File: src/cnq_pkg.sv
// Shared types, codes and field widths for the coalescing notify queue.
package cnq_pkg;

  localparam int FUNC_W = 2;
  localparam int DEV_W  = 2;
  localparam int CHAN_W = 4;
  localparam int CNT_W  = 5;
  localparam int STAT_W = 2;
  localparam int OPEN_W = 16;
  localparam int POST_W = 16;

  localparam logic [FUNC_W-1:0] FUNC_START  = 2'd0;
  localparam logic [FUNC_W-1:0] FUNC_STOP   = 2'd1;
  localparam logic [FUNC_W-1:0] FUNC_REPORT = 2'd2;
  localparam logic [FUNC_W-1:0] FUNC_READ   = 2'd3;

  localparam logic [STAT_W-1:0] STATUS_OK       = 2'd0;
  localparam logic [STAT_W-1:0] STATUS_STOPPED  = 2'd1;
  localparam logic [STAT_W-1:0] STATUS_NOTHING  = 2'd2;
  localparam logic [STAT_W-1:0] STATUS_OVERFLOW = 2'd3;

  typedef enum logic [1:0] {
    ST_IDLE,
    ST_EXEC,
    ST_POP
  } state_t;

  typedef struct packed {
    logic latch;
    logic exec;
    logic pop;
  } ctrl_cmd_t;

  typedef struct packed {
    logic go_pop;
    logic pop_last;
  } dp_status_t;

endpackage

File: src/cnq_ctrl.sv
// Controller state machine: accept, execute one step, then pop a batch when a read has entries to take.
module cnq_ctrl (
  input  logic                  clk,
  input  logic                  rst_n,
  input  logic                  start,
  input  cnq_pkg::dp_status_t   dp_status,
  output logic                  busy,
  output cnq_pkg::ctrl_cmd_t    cmd
);

  cnq_pkg::state_t state_r;
  cnq_pkg::state_t state_nxt;

  always_ff @(posedge clk) begin
    if (!rst_n) begin
      state_r <= cnq_pkg::ST_IDLE;
    end else begin
      state_r <= state_nxt;
    end
  end

  always_comb begin
    state_nxt = state_r;
    case (state_r)
      cnq_pkg::ST_IDLE: begin
        if (start) state_nxt = cnq_pkg::ST_EXEC;
      end
      cnq_pkg::ST_EXEC: begin
        state_nxt = dp_status.go_pop ? cnq_pkg::ST_POP : cnq_pkg::ST_IDLE;
      end
      cnq_pkg::ST_POP: begin
        if (dp_status.pop_last) state_nxt = cnq_pkg::ST_IDLE;
      end
      default: state_nxt = cnq_pkg::ST_IDLE;
    endcase
  end

  always_comb begin
    cmd  = '0;
    busy = 1'b1;
    case (state_r)
      cnq_pkg::ST_IDLE: begin
        busy      = 1'b0;
        cmd.latch = start;
      end
      cnq_pkg::ST_EXEC: begin
        cmd.exec = 1'b1;
      end
      cnq_pkg::ST_POP: begin
        cmd.pop = 1'b1;
      end
      default: begin
        busy = 1'b1;
      end
    endcase
  end

endmodule

File: src/cnq_datapath.sv
// Datapath: ring memory, pending flags, open and post counters, result registers.
module cnq_datapath #(
  parameter int DEVICES     = 4,
  parameter int CHANNELS    = 16,
  parameter int QUEUE_DEPTH = 64,
  parameter int MAX_BATCH   = 16
) (
  input  logic                         clk,
  input  logic                         rst_n,
  input  cnq_pkg::ctrl_cmd_t           cmd,
  output cnq_pkg::dp_status_t          dp_status,
  input  logic [cnq_pkg::FUNC_W-1:0]   in_func,
  input  logic [cnq_pkg::DEV_W-1:0]    in_device_id,
  input  logic [cnq_pkg::CHAN_W-1:0]   in_channel_id,
  input  logic [cnq_pkg::CNT_W-1:0]    in_max_count,
  output logic                         out_valid,
  output logic [cnq_pkg::STAT_W-1:0]   out_status,
  output logic [cnq_pkg::DEV_W-1:0]    out_entry_device,
  output logic [cnq_pkg::CHAN_W-1:0]   out_entry_channel,
  output logic                         out_entry_valid,
  output logic [cnq_pkg::CNT_W-1:0]    out_batch_count,
  output logic                         out_last
);

  localparam int FLAG_COUNT = DEVICES * CHANNELS;
  localparam int FLAG_IDX_W = (FLAG_COUNT > 1) ? $clog2(FLAG_COUNT) : 1;
  localparam int PTR_W      = $clog2(QUEUE_DEPTH);
  localparam int FILL_W     = $clog2(QUEUE_DEPTH + 1);
  localparam int BATCH_W    = $clog2(MAX_BATCH + 1);
  localparam int NW0        = (FILL_W > BATCH_W) ? FILL_W : BATCH_W;
  localparam int NW         = (NW0 > cnq_pkg::CNT_W) ? NW0 : cnq_pkg::CNT_W;
  localparam int ENTRY_W    = cnq_pkg::DEV_W + cnq_pkg::CHAN_W;

  localparam logic signed [cnq_pkg::OPEN_W-1:0] OPEN_MAX = 16'sh7FFF;
  localparam logic signed [cnq_pkg::OPEN_W-1:0] OPEN_MIN = 16'sh8000;

  // latched transaction
  logic [cnq_pkg::FUNC_W-1:0] func_r;
  logic [cnq_pkg::DEV_W-1:0]  dev_r;
  logic [cnq_pkg::CHAN_W-1:0] chan_r;
  logic [cnq_pkg::CNT_W-1:0]  maxc_r;

  logic [PTR_W-1:0]  head_r, head_nxt;
  logic [PTR_W-1:0]  tail_r;
  logic [FILL_W-1:0] fill_r;
  logic [FLAG_COUNT-1:0] flags_r;
  logic signed [cnq_pkg::OPEN_W-1:0] open_r, open_nxt, open_inc, open_dec;
  logic [cnq_pkg::POST_W-1:0] post_r, post_nxt;
  logic [NW-1:0] n_r, k_r, k_inc, n_min1, n_calc;

  logic [ENTRY_W-1:0] mem [QUEUE_DEPTH];
  logic [ENTRY_W-1:0] rd_data_r;
  logic [ENTRY_W-1:0] wr_data;

  logic is_start, is_stop, is_report, is_read;
  logic in_range, ring_full, rep_new, enq, stop_post;
  logic read_stopped, read_idle, take_post, go_pop, pop_last, emit, post_sat;
  logic [FLAG_IDX_W-1:0] in_idx, pop_idx;
  logic [cnq_pkg::DEV_W-1:0]  pop_dev;
  logic [cnq_pkg::CHAN_W-1:0] pop_chan;
  logic [cnq_pkg::STAT_W-1:0] exec_status;

  logic                       out_valid_r;
  logic [cnq_pkg::STAT_W-1:0] out_status_r, out_status_nxt;
  logic [cnq_pkg::DEV_W-1:0]  out_dev_r, out_dev_nxt;
  logic [cnq_pkg::CHAN_W-1:0] out_chan_r, out_chan_nxt;
  logic                       out_ev_r, out_ev_nxt;
  logic [cnq_pkg::CNT_W-1:0]  out_cnt_r, out_cnt_nxt;
  logic                       out_last_r, out_last_nxt;

  always_ff @(posedge clk) begin
    if (cmd.latch) begin
      func_r <= in_func;
      dev_r  <= in_device_id;
      chan_r <= in_channel_id;
      maxc_r <= in_max_count;
    end
  end

  assign is_start  = (func_r == cnq_pkg::FUNC_START);
  assign is_stop   = (func_r == cnq_pkg::FUNC_STOP);
  assign is_report = (func_r == cnq_pkg::FUNC_REPORT);
  assign is_read   = (func_r == cnq_pkg::FUNC_READ);

  assign in_range = (32'(dev_r) < DEVICES) && (32'(chan_r) < CHANNELS);
  assign in_idx   = FLAG_IDX_W'(32'(dev_r) * CHANNELS + 32'(chan_r));

  assign pop_dev  = rd_data_r[ENTRY_W-1:cnq_pkg::CHAN_W];
  assign pop_chan = rd_data_r[cnq_pkg::CHAN_W-1:0];
  assign pop_idx  = FLAG_IDX_W'(32'(pop_dev) * CHANNELS + 32'(pop_chan));

  assign wr_data = {dev_r, chan_r};

  assign open_inc  = (open_r == OPEN_MAX) ? open_r : open_r + 16'sd1;
  assign open_dec  = (open_r == OPEN_MIN) ? open_r : open_r - 16'sd1;
  assign stop_post = (open_dec <= 16'sd0);
  assign post_sat  = (post_r == '1);

  assign ring_full = (fill_r == FILL_W'(QUEUE_DEPTH));
  assign rep_new   = cmd.exec && is_report && in_range && !flags_r[in_idx];
  assign enq       = rep_new && !ring_full;

  assign read_stopped = (open_r <= 16'sd0);
  assign read_idle    = (post_r == '0);
  assign take_post    = cmd.exec && is_read && !read_stopped && !read_idle;

  assign n_min1 = (NW'(maxc_r) < NW'(MAX_BATCH)) ? NW'(maxc_r) : NW'(MAX_BATCH);
  assign n_calc = (n_min1 < NW'(fill_r)) ? n_min1 : NW'(fill_r);
  assign go_pop = is_read && !read_stopped && !read_idle && (n_calc != '0);

  assign k_inc    = k_r + NW'(1);
  assign pop_last = (k_inc == n_r);

  assign dp_status.go_pop   = go_pop;
  assign dp_status.pop_last = pop_last;

  always_comb begin
    head_nxt = head_r;
    if (cmd.pop) begin
      head_nxt = (head_r == PTR_W'(QUEUE_DEPTH - 1)) ? '0 : head_r + PTR_W'(1);
    end
  end

  always_comb begin
    open_nxt = open_r;
    post_nxt = post_r;
    if (cmd.exec && is_start) open_nxt = open_inc;
    if (cmd.exec && is_stop) begin
      open_nxt = open_dec;
      if (stop_post && !post_sat) post_nxt = post_r + 16'd1;
    end
    if (enq && !post_sat) post_nxt = post_r + 16'd1;
    if (take_post) post_nxt = post_r - 16'd1;
  end

  always_ff @(posedge clk) begin
    if (!rst_n) begin
      head_r <= '0;
      tail_r <= '0;
      fill_r <= '0;
      open_r <= '0;
      post_r <= '0;
      n_r    <= '0;
      k_r    <= '0;
    end else begin
      head_r <= head_nxt;
      open_r <= open_nxt;
      post_r <= post_nxt;
      if (enq) begin
        tail_r <= (tail_r == PTR_W'(QUEUE_DEPTH - 1)) ? '0 : tail_r + PTR_W'(1);
        fill_r <= fill_r + FILL_W'(1);
      end else if (cmd.pop) begin
        fill_r <= fill_r - FILL_W'(1);
      end
      if (cmd.exec) begin
        n_r <= n_calc;
        k_r <= '0;
      end else if (cmd.pop) begin
        k_r <= k_inc;
      end
    end
  end

  always_ff @(posedge clk) begin
    if (!rst_n) begin
      flags_r <= '0;
    end else if (cmd.exec && is_stop && in_range) begin
      flags_r[in_idx] <= 1'b0;
    end else if (enq) begin
      flags_r[in_idx] <= 1'b1;
    end else if (cmd.pop) begin
      flags_r[pop_idx] <= 1'b0;
    end
  end

  // Read port follows the next head, so rd_data_r always holds the head entry;
  // a write into that slot in the same cycle is forwarded.
  always_ff @(posedge clk) begin
    if (enq) mem[tail_r] <= wr_data;
    if (enq && (tail_r == head_nxt)) begin
      rd_data_r <= wr_data;
    end else begin
      rd_data_r <= mem[head_nxt];
    end
  end

  always_comb begin
    exec_status = cnq_pkg::STATUS_OK;
    if (is_read) begin
      if (read_stopped)   exec_status = cnq_pkg::STATUS_STOPPED;
      else if (read_idle) exec_status = cnq_pkg::STATUS_NOTHING;
    end else if (rep_new && ring_full) begin
      exec_status = cnq_pkg::STATUS_OVERFLOW;
    end
  end

  assign emit = (cmd.exec && !go_pop) || cmd.pop;

  always_comb begin
    if (cmd.pop) begin
      out_status_nxt = cnq_pkg::STATUS_OK;
      out_dev_nxt    = pop_dev;
      out_chan_nxt   = pop_chan;
      out_ev_nxt     = 1'b1;
      out_cnt_nxt    = cnq_pkg::CNT_W'(k_inc);
      out_last_nxt   = pop_last;
    end else begin
      out_status_nxt = exec_status;
      out_dev_nxt    = '0;
      out_chan_nxt   = '0;
      out_ev_nxt     = 1'b0;
      out_cnt_nxt    = '0;
      out_last_nxt   = 1'b1;
    end
  end

  always_ff @(posedge clk) begin
    if (!rst_n) begin
      out_valid_r <= 1'b0;
    end else begin
      out_valid_r <= emit;
    end
  end

  always_ff @(posedge clk) begin
    if (emit) begin
      out_status_r <= out_status_nxt;
      out_dev_r    <= out_dev_nxt;
      out_chan_r   <= out_chan_nxt;
      out_ev_r     <= out_ev_nxt;
      out_cnt_r    <= out_cnt_nxt;
      out_last_r   <= out_last_nxt;
    end
  end

  assign out_valid         = out_valid_r;
  assign out_status        = out_status_r;
  assign out_entry_device  = out_dev_r;
  assign out_entry_channel = out_chan_r;
  assign out_entry_valid   = out_ev_r;
  assign out_batch_count   = out_cnt_r;
  assign out_last          = out_last_r;

endmodule

File: src/coalescing_notify_queue_unit.sv
// Top level of the coalescing notify queue: controller plus datapath.
// A command is latched on acceptance and executed in ST_EXEC; a read that pops continues in ST_POP.
// Start, stop, report and status-only reads give one result; busy is high while the command executes.
// A read popping n entries gives n results on consecutive cycles, one entry per cycle from the
// read port of the ring memory; busy stays high until the last pop, so no new command is taken.
// Reset (synchronous, rst_n low) clears pointers, fill, pending flags and both
// counters; ring contents are not cleared. Results cannot be stalled by the receiver.
module coalescing_notify_queue_unit #(
  parameter int DEVICES     = 4,
  parameter int CHANNELS    = 16,
  parameter int QUEUE_DEPTH = 64,
  parameter int MAX_BATCH   = 16
) (
  input  logic                         clk,
  input  logic                         rst_n,
  input  logic                         start,
  output logic                         busy,
  input  logic [cnq_pkg::FUNC_W-1:0]   in_func,
  input  logic [cnq_pkg::DEV_W-1:0]    in_device_id,
  input  logic [cnq_pkg::CHAN_W-1:0]   in_channel_id,
  input  logic [cnq_pkg::CNT_W-1:0]    in_max_count,
  output logic                         out_valid,
  output logic [cnq_pkg::STAT_W-1:0]   out_status,
  output logic [cnq_pkg::DEV_W-1:0]    out_entry_device,
  output logic [cnq_pkg::CHAN_W-1:0]   out_entry_channel,
  output logic                         out_entry_valid,
  output logic [cnq_pkg::CNT_W-1:0]    out_batch_count,
  output logic                         out_last
);

  cnq_pkg::ctrl_cmd_t  cmd;
  cnq_pkg::dp_status_t dp_status;

  cnq_ctrl u_ctrl (
    .clk       (clk),
    .rst_n     (rst_n),
    .start     (start),
    .dp_status (dp_status),
    .busy      (busy),
    .cmd       (cmd)
  );

  cnq_datapath #(
    .DEVICES     (DEVICES),
    .CHANNELS    (CHANNELS),
    .QUEUE_DEPTH (QUEUE_DEPTH),
    .MAX_BATCH   (MAX_BATCH)
  ) u_dp (
    .clk               (clk),
    .rst_n             (rst_n),
    .cmd               (cmd),
    .dp_status         (dp_status),
    .in_func           (in_func),
    .in_device_id      (in_device_id),
    .in_channel_id     (in_channel_id),
    .in_max_count      (in_max_count),
    .out_valid         (out_valid),
    .out_status        (out_status),
    .out_entry_device  (out_entry_device),
    .out_entry_channel (out_entry_channel),
    .out_entry_valid   (out_entry_valid),
    .out_batch_count   (out_batch_count),
    .out_last          (out_last)
  );

endmodule

File: config.mk
export PLATFORM = sky130hd
export DESIGN_NAME = coalescing_notify_queue_unit
export DESIGN_NICKNAME = d
export VERILOG_FILES = /design/src/cnq_pkg.sv /design/src/cnq_ctrl.sv /design/src/cnq_datapath.sv /design/src/coalescing_notify_queue_unit.sv
export SDC_FILE = /design/constraint.sdc
export NUM_CORES = 1
export LEC_CHECK = 0
export BUFFER_PORTS_ARGS = -buffer_cell sky130_fd_sc_hd__buf_2
export CELL_PAD_IN_SITES_DETAIL_PLACEMENT = 0
export CELL_PAD_IN_SITES_GLOBAL_PLACEMENT = 1
export CORE_MARGIN = 2
export CORE_UTILIZATION = 45
export CTS_CLUSTER_DIAMETER = 50
export DETAILED_ROUTE_END_ITERATION = 10
export PLACE_DENSITY_LB_ADDON = 0.05
export SLEW_MARGIN = 40
export SYNTH_ARGS = -nofsm -noshare
export SYNTH_HDL_FRONTEND = slang
export SYNTH_SLANG_ARGS = --single-unit
File: constraint.sdc
create_clock -name clk -period 5.1 [get_ports clk]
set_input_delay 0.51 -clock clk [delete_from_list [all_inputs] [get_ports clk]]
set_output_delay 0.51 -clock clk [all_outputs]
set_load 0.005 [all_outputs]
Word level (Yosys, flattened, before mapping)
Memory sizes are Yosys's and may differ from the RTL's. A register that Yosys moved wholly into a read port is not among the register bits.
Cells that the tools add are included.

storage, ports and cells
  register bits after elaboration = 160
  bits in writable memories = 384
  input port bits = 16
  memories = 1

cells by class
  add/subtract/negate cells = 11
  magnitude comparators = 8
  eq/ne operators = 15
  muxes and demuxes = 39
  bitwise gates (word level) = 6
  reduce and logical (&&, ||, !) cells = 37

memories
  memory    words  bits a word  rd ports  clocked after memory_dff  wr ports  line                text
  u_dp.mem  64     6            1         1                         1         cnq_datapath.sv:51  logic [ENTRY_W-1:0] mem [QUEUE_DEPTH];

operators with widths
  kind                                                  count
  two-way mux 64 bit                                    3
  bitwise AND 64 bit                                    2
  two-way mux 16 bit                                    8
  NOT 64 bit                                            2
  OR 64 bit                                             1
  == test 16 bit, second input constant                 3
  <= comparator 16 x 1 -> 1 bit, second input constant  2
  two-way mux 7 bit                                     3
  two-way mux 6 bit                                     3
  logical AND 1 bit                                     17
  adder 16 x 1 -> 16 bit, second input constant         1
  adder 16 x 2 -> 16 bit, second input constant         1
  zero test 16 bit                                      1
  subtractor 16 x 1 -> 16 bit, second input constant    1
  subtractor 16 x 2 -> 16 bit, second input constant    1
  adder 7 x 1 -> 7 bit, second input constant           2
  < comparator 6 x 7 -> 1 bit, second input constant    2
  two-way mux 2 bit                                     7
  adder 6 x 1 -> 6 bit, second input constant           2
  adder 6 x 4 -> 6 bit                                  2
  demux 1 bit (select 6 bit)                            2
  == test 6 bit, second input constant                  2
  >= comparator 6 x 1 -> 1 bit, second input constant   2
  two-way mux 1 bit                                     10
  21 further kinds                                      36

Logic depth before layout (Yosys ltp)
Gate-level depths: netlist of run 1.

  depth after elaboration = 10
  depth in mapped cells = 21
  depth with buffers taken out = 17

Modules after synthesis
From an unflattened synthesis of run 1, not the netlist that was laid out.

second synthesis, totals
  cell total of the unflattened synthesis = 1935
  area total of the unflattened synthesis = 25294.3 um^2

by module, submodules not included
  module        instances  cells an instance  area an instance (um^2)
  cnq_datapath  1          1926               25200.4
  cnq_ctrl      1          9                  93.8

Worst setup path before layout of run 1
OpenSTA, ideal clock, no wires.

  path kind = reg2reg
  from = register u_dp.chan_r[0] in the netlist's numbering
  to = register u_dp.fill_r[6]
  arrival time = 4.729 ns
  data required time = 4.972 ns
  setup slack = 0.243 ns
  cell stages (with the launch flop) = 20
  path buffers = 5
  cell sequence = edfxtp_1 -> buf_2 -> buf_2 -> mux2_2 -> nand2_1 -> o31ai_1 -> a2111oi_1 -> and3_1 -> buf_4 -> buf_6 -> buf_2 -> inv_1 -> ha_1 -> a21o_1 -> a21oi_1 -> o21bai_1 -> a21oi_1 -> mux2i_1 -> xor2_1 -> nor2_1

on the way
  longest elaborated chain between the ends = 7
  elaborated cells on any way between the ends = 8

RTL lines
  item                                                     line                 text
  from (decl)                                              cnq_datapath.sv:40   logic [cnq_pkg::CHAN_W-1:0] chan_r;
  from (signal assigned)                                   cnq_datapath.sv:75   chan_r <= in_channel_id;
  adder 6 x 4 -> 6 bit *                                   cnq_datapath.sv:86   assign in_idx = FLAG_IDX_W'(32'(dev_r) * CHANNELS + 32'(chan_r));
  binary-select mux 1 bit (select 6 bit) *                 cnq_datapath.sv:100  assign rep_new = cmd.exec && is_report && in_range && !flags_r[in_idx];
  two-way mux 1 bit (implied by the code) *                cnq_datapath.sv:100
  zero test 1 bit *                                        cnq_datapath.sv:100
  logical AND 1 bit *                                      cnq_datapath.sv:100
  logical AND 1 bit *                                      cnq_datapath.sv:101  assign enq = rep_new && !ring_full;
  via u_dp.enq                                             cnq_datapath.sv:56   logic in_range, ring_full, rep_new, enq, stop_post;
  two-way mux 7 bit or nonzero test 2 bit (tied branches)  -
  to (signal assigned)                                     cnq_datapath.sv:151  fill_r <= fill_r + FILL_W'(1);
  to (signal assigned)                                     cnq_datapath.sv:153  fill_r <= fill_r - FILL_W'(1);
  to (decl)                                                cnq_datapath.sv:45   logic [FILL_W-1:0] fill_r;

Mark *: on every way through the listed nets, which the timed path passes. The rest lies on a longest branch. The select of a mux whose other input is x is not followed.
A chain may end at the register's enable or synchronous reset.

Worst setup path after layout of run 1
  from = register u_dp.chan_r[0] in the netlist's numbering
  to = memory u_dp.mem[50][2] in the netlist's numbering, enable pin

on the way
  longest elaborated chain between the ends = 8

RTL lines
  item                                     line                 text
  adder 6 x 4 -> 6 bit                     cnq_datapath.sv:86
  binary-select mux 1 bit (select 6 bit)   cnq_datapath.sv:100
  two-way mux 1 bit (implied by the code)  cnq_datapath.sv:100
  zero test 1 bit                          cnq_datapath.sv:100
  logical AND 1 bit                        cnq_datapath.sv:100
  logical AND 1 bit                        cnq_datapath.sv:101
  two-way mux 1 bit                        cnq_datapath.sv:179  if (enq) mem[tail_r] <= wr_data;
  two-way mux 1 bit (implied by the code)  cnq_datapath.sv:179
  to (decl)                                cnq_datapath.sv:51

No other way between the ends. The select of a mux whose other input is x is not followed.

==> flow_summary.json, run 1 <==
{
  "status": "completed",
  "fin_crit_sh": 0.913,
  "hold_depth": 1,
  "die_x_um": 241,
  "die-area_um2": 57900,
  "ys_warn_count": 0,
  "cap_violations": 0,
  "fin_nets": 1991,
  "routed_wl_um": 67600,
  "synth-edff-count": 412,
  "grt_pass1_vias": 16400,
  "syn_inst": 1907,
  "rows": 86,
  "path_class": "flip-flop to flip-flop",
  "met2_usage": 0.359,
  "antenna_found_initial": 2,
  "synth.area.mux_share": 0.119,
  "finalHoldViolations": 0,
  "maxSlewHeadroom": 0.415,
  "cp-end-kind": "flip-flop",
  "worst_pin_slew_ns": 0.874,
  "synth_fp_nets": 1953,
  "synth_xor_area_frac": 0.0149,
  "cp.arrival_ns": 4.89,
  "dr.pass1.iters": 6,
  "syn2layout_area_growth_pct": 13.6,
  "synth_top_family_by_area": "multiplexers",
  "core_area_um2": 55200,
  "grt_use_total": 0.238,
  "met3_usage": 0.0516,
  "drive_gt1_frac": 0.190,
  "peakVddDrop_v": 0.000246,
  "report.final.slew_viol_count": 0,
  "clockRootBuffer": "clkbuf_16",
  "viasPerCell": 6.11,
  "max_freq_mhz": 215,
  "rr_endpoint": "u_dp.mem[50][2]",
  "start_kind": "flip-flop",
  "synth-compound-area-share": 0.105,
  "ant_nets": 0,
  "setup_viol": 0,
  "finalSetupTns_ns": 0,
  "ys.flop_type": "edfxtp_1",
  "cts_tree": "done",
  "gp_congestion": 0.813,
  "leakage_nw": 9.11,
  "met1_usage": 0.351,
  "whs_endpoint": "u_dp.maxc_r[1]",
  "crit_fanout": 17,
  "mostFrequentLayoutCell": "edfxtp_1",
  "fin_crit_ns": 4.66,
  "layout_common_cells": "edfxtp_1, nor2_1, nand2_1",
  "post-cts-setup-buffer-count": 0,
  "start_util": 0.456,
  "ys_types": 81,
  "dp_hpwl_um": 42900,
  "clockBufferDepth": 3,
  "synth.cell_area_um2": 25200,
  "vias": 16800,
  "clk_pin_slew_ns": 0.06,
  "cts.sinks": 550,
  "ys_seq_elements": 550,
  "p_per_area_nw_per_um2": 357,
  "route.detailed.drc": 0,
  "ys_seq_area_frac": 0.601,
  "synthSimpleGateAreaFrac": 0.117,
  "rsz0062_at_grt": "false",
  "timing.rr.start": "u_dp.chan_r[0]",
  "io_buffers": 32,
  "avgSynthCellArea_um2": 13.2,
  "grt_pass1_wl_um": 103000,
  "finClkSkew_ns": 0.0334,
  "wl_per_cell_um": 24.6,
  "critPathRequiredTime_ns": 5.33,
  "async_flop_share": 0,
  "worst_hold_path_type": "input port to flip-flop",
  "antennaDiodeCount": 0,
  "reg2regPathDepth": 9,
  "io_pins": 33,
  "globalRoute.totalOverflow": 0,
  "instances_no_fill": 2745,
  "min_from": "in_max_count[1]",
  "synth_fa_ha_area_frac": 0.0155,
  "placed_cells": 2621,
  "htree_levels": 3,
  "numCtsBuffers": 69,
  "clkLatencyLatePin_ns": 0.61,
  "die_h_um": 241,
  "grt_max_degree": 73,
  "drtIter0Drc": 1556,
  "ff2ff_setup_slack_ns": 0.44,
  "grt.busiest_layer": "met2",
  "hold_slack_ns": 0.0842
}
-- registers in the layout (all words and copies together), names as in the netlist, 4 cells and up, named ones only --
name,cells
u_dp.mem,384
u_dp.flags_r,64
u_dp.open_r,16
u_dp.post_r,16
u_dp.fill_r,7
u_dp.k_r,7
u_dp.n_r,7
u_dp.head_r,6
u_dp.tail_r,6
u_dp.maxc_r,5
u_dp.out_batch_count,5
u_dp.chan_r,4
u_dp.out_entry_channel,4
-- power by group --
group          internal, mW  switching (mW)  total [mW]
clock                  2.96            1.97        4.93
combinational         0.128           0.287       0.415
sequential             4.83          0.0305        4.86
total                  7.92            2.28        10.2
-- cell type report --
class / count / area (µm²)
clock buffer: 88 / 1890
clock inverter: 35 / 408
fill: 4690 / 26600
inverter: 27 / 101
multi-input combinational: 1199 / 9430
sequential: 550 / 15100
tap: 748 / 936
timing repair buffer: 98 / 701
-- worst max-delay path: stages (launching register included) --
cell and delay, ns:
edfxtp_1 0.84, buf_4 0.24, nor3_2 0.05, a221oi_1 0.26, a211oi_1 0.16, a2111oi_1 0.42, and3_2 0.60, nor2b_1 0.32
nand3b_1 0.67, nor2_1 0.71
-- per-stage QoR --
| stage | worst slack [ns] | power [mW] | utilization | instance area (µm²) |
|---|---|---|---|---|
| global route | 0.0956 | 10.5 | 0.518 | 28600 |
| floorplan | 0.243 | 5.22 | - | 25200 |
| detailed placement | 0.406 | 5.37 | 0.476 | 26300 |
| finish | 0.444 | 10.2 | 0.518 | 28600 |
| CTS | 0.379 | 10.3 | 0.518 | 28600 |
| global placement | 0.499 | 5.37 | 0.476 | 26300 |
-- synthesized netlist by cell type (8+ instances only) --
cell type	count	area [µm²]
a211oi_1	16	120
a21oi_1	47	235
a221oi_1	8	70.1
a22oi_1	15	113
a311oi_1	60	526
a31oi_1	72	450
and2_1	15	93.8
and3_1	11	68.8
buf_1	8	30.0
buf_2	17	85.1
buf_6	9	101
clkbuf_1	92	345
dfxtp_1	138	2760
edfxtp_1	412	12400
ha_1	28	350
inv_1	25	93.8
mux2_2	10	113
mux2i_1	27	270
mux4_2	116	2610
nand2_1	140	526
nand2b_1	17	106
nand3_1	79	395
nand4_1	19	119
nor2_1	145	544
nor2b_1	19	119
nor3_1	31	155
nor4_1	14	87.6
o21ai_0	118	591
o22ai_1	8	50.1
o31ai_1	8	60.1
or3_1	20	125
or4_1	9	67.6
xnor2_1	23	201
xor2_1	20	175
-- kinds of logic (layout without fill, tap and decap cells) --
| logic type | Yosys count | after routing |
|---|---|---|
| compound gates | 399 | 399 |
| xor+xnor | 43 | 43 |
| fa+ha+maj | 30 | 30 |
| buf+inv | 158 | 248 |
| flops | 550 | 550 |
| mux | 153 | 153 |
| simple gates | 574 | 574 |
-- per-layer routing --
metal  vias to the layer above  share of wire
met5                         -        0.00035
met4                         4          0.023
met3                       103          0.071
met2                       554           0.45
met1                      8496           0.46
li1                       7618              -
-- worst max-delay path by stage --
stage | start | slack [ns] | endpoint | cells past startpoint
floorplan | u_dp.chan_r[0] | 0.24 | u_dp.fill_r[6] | 19
global placement | u_dp.chan_r[2] | 0.50 | u_dp.mem[26][2] | 8
detailed placement | u_dp.chan_r[2] | 0.41 | u_dp.mem[50][0] | 8
CTS | u_dp.chan_r[2] | 0.38 | u_dp.mem[50][2] | 8
global route | u_dp.open_r[0] | 0.1 | u_dp.post_r[14] | 17
finish | u_dp.chan_r[0] | 0.44 | u_dp.mem[50][2] | 9
-- timing repair --
item,4_1_cts,5_1_grt
endpoints found under the hold margin,0,0
gates resized for setup,0,1
hold buffers,0,0
setup endpoints to repair,0,1
Power figures use the tool's default switching activity.
==> run 2, diff against run 1 <==
--- a/config.mk
+++ b/config.mk
@@ -8,6 +8,7 @@
 export BUFFER_PORTS_ARGS = -buffer_cell sky130_fd_sc_hd__buf_2
 export CELL_PAD_IN_SITES_DETAIL_PLACEMENT = 0
 export CELL_PAD_IN_SITES_GLOBAL_PLACEMENT = 1
+export CORE_ASPECT_RATIO = 0.7
 export CORE_MARGIN = 2
 export CORE_UTILIZATION = 45
 export CTS_CLUSTER_DIAMETER = 50
==> flow_summary.json, run 2 (synthesis results as in run 1) <==
{
  "status": "completed",
  "dp_hpwl_um": 44600,
  "peakVddDrop_v": 0.000241,
  "drtIter0Drc": 1902,
  "globalRoute.totalOverflow": 0,
  "top_register": "u_dp.mem",
  "maxSlewHeadroom": 0.411,
  "crit_fanout": 16,
  "power_mw": 9.46,
  "cts_tree": "done",
  "setup_viol": 0,
  "cp_num_buf_inv": 2,
  "grt_pass1_wl_um": 105000,
  "mostFrequentLayoutCell": "edfxtp_1",
  "ctsResizeCount": 0,
  "p_per_area_nw_per_um2": 333,
  "wl_per_cell_um": 24.9,
  "postCtsHoldBufs": 0,
  "finalSetupTns_ns": 0,
  "max_freq_mhz": 216,
  "report.final.slew_viol_count": 0,
  "vias": 17000,
  "post-cts-setup-buffer-count": 0,
  "critPathRequiredTime_ns": 5.62,
  "cap_violations": 0,
  "slowest_stage": "or4b_1",
  "worst_path_most_repeated_cell": "ha_1",
  "ff2ff_setup_slack_ns": 0.48,
  "antennaDiodeCount": 0,
  "intPower_mw": 7.35,
  "core_area_um2": 55300,
  "finClkSkew_ns": 0.0304,
  "pwr-share-seq": 0.514,
  "switching_power_mw": 2.11,
  "start_util": 0.455,
  "cp-end-kind": "flip-flop",
  "swShare": 0.223,
  "clk_pin_slew_ns": 0.07,
  "ant_nets": 0,
  "start_kind": "flip-flop",
  "clkPwrFrac": 0.442,
  "cp.arrival_ns": 5.14,
  "numCtsBuffers": 55,
  "p_comb_frac": 0.045,
  "fin_crit_ns": 4.62,
  "grt_pass1_vias": 16200,
  "fin_crit_sh": 0.907,
  "critPathTopFamily": "simple AND/OR/NAND/NOR gates",
  "syn2layout_area_growth_pct": 12.8,
  "die-area_um2": 57900,
  "die_h_um": 202,
  "drive_gt1_frac": 0.193,
  "path_cells": "inv_1 > ha_1 > or4b_1 > nor4b_1 > nor2_1 > nand4_1 > nor2_4 > ha_1 > nor2b_1 > o31ai_1 > a2111oi_0 > buf_4 > o31a_1 > or3_1 > o2111a_1 > a31o_2",
  "viasPerCell": 6.21,
  "worst_hold_path_type": "input port to flip-flop",
  "clockBufferDepth": 3,
  "grt_max_degree": 73,
  "io_pins": 33,
  "antenna_found_initial": 3,
  "leakage_nw": 9.05,
  "path_class": "flip-flop to flip-flop",
  "clkLatencyLatePin_ns": 0.62,
  "grt_use_total": 0.239,
  "max_stage_delay_ns": 0.62,
  "worst_pin_slew_ns": 0.881,
  "die_x_um": 287,
  "reg.largest.list": "u_dp.mem x384, u_dp.flags_r x64",
  "htree_levels": 2,
  "io_buffers": 32,
  "rsz0062_at_grt": "false",
  "routed_wl_um": 68300,
  "cts.sinks": 550,
  "clockRootBuffer": "clkbuf_16",
  "finalHoldViolations": 0,
  "rows": 72,
  "largest_reg_flops": 384,
  "dr.pass1.iters": 5,
  "fin_nets": 2000,
  "gp_congestion": 0.867,
  "route.detailed.drc": 0,
  "layout_common_cells": "edfxtp_1, nand2_1, nor2_1"
}
## run 2: stage by stage
stage                      util  area, µm²  hold slack (ns)  setup slack, ns  cells
final                     0.514      28400           0.0801            0.476   2740
after global routing      0.514      28400           0.0476           0.0545   2740
after CTS                 0.513      28400           0.0390            0.356   2740
after detailed placement  0.480      26500            0.470            0.403   2637
after global placement    0.479      26500            0.464            0.346   2637
after floorplan               -      25200            0.449            0.243   1907
## run 2: worst paths after layout
path	cells past startpoint	start	end
worst min-delay path	1	in_device_id[0]	u_dp.dev_r[0]
worst max-delay path	16	u_dp.open_r[0]	u_dp.post_r[12]
worst max register to register	16	u_dp.open_r[0]	u_dp.post_r[12]
worst min register to register	2	u_dp.k_r[1]	u_dp.k_r[1]
## run 2: power by group through the flow
stage	Clock (mW)	Sequential [mW]	Combinational, mW
after detailed placement	0	4.95	0.419
after global routing	4.45	4.86	0.464
after CTS	4.27	4.86	0.420
final	4.18	4.86	0.424
after floorplan	0	4.97	0.252
after global placement	0	4.95	0.412
## run 2: cell type report
class                           count  area, µm²
Tap cell                          740        926
Clock buffer                       75       1540
Multi-Input combinational cell   1199       9450
Sequential cell                   550      15100
Timing Repair Buffer              121        922
Inverter                           27        101
Fill cell                        4760      26900
Clock inverter                     28        323
## run 2: per-layer routing
| metal | vias up | GRT usage | part of all wire |
|---|---|---|---|
| li1 | 7620 | - | - |
| met1 | 8667 | 0.403 | 0.51 |
| met2 | 640 | 0.316 | 0.40 |
| met3 | 84 | 0.0439 | 0.076 |
| met4 | 0 | 0.0448 | 0.016 |
| met5 | - | 0 | 0 |
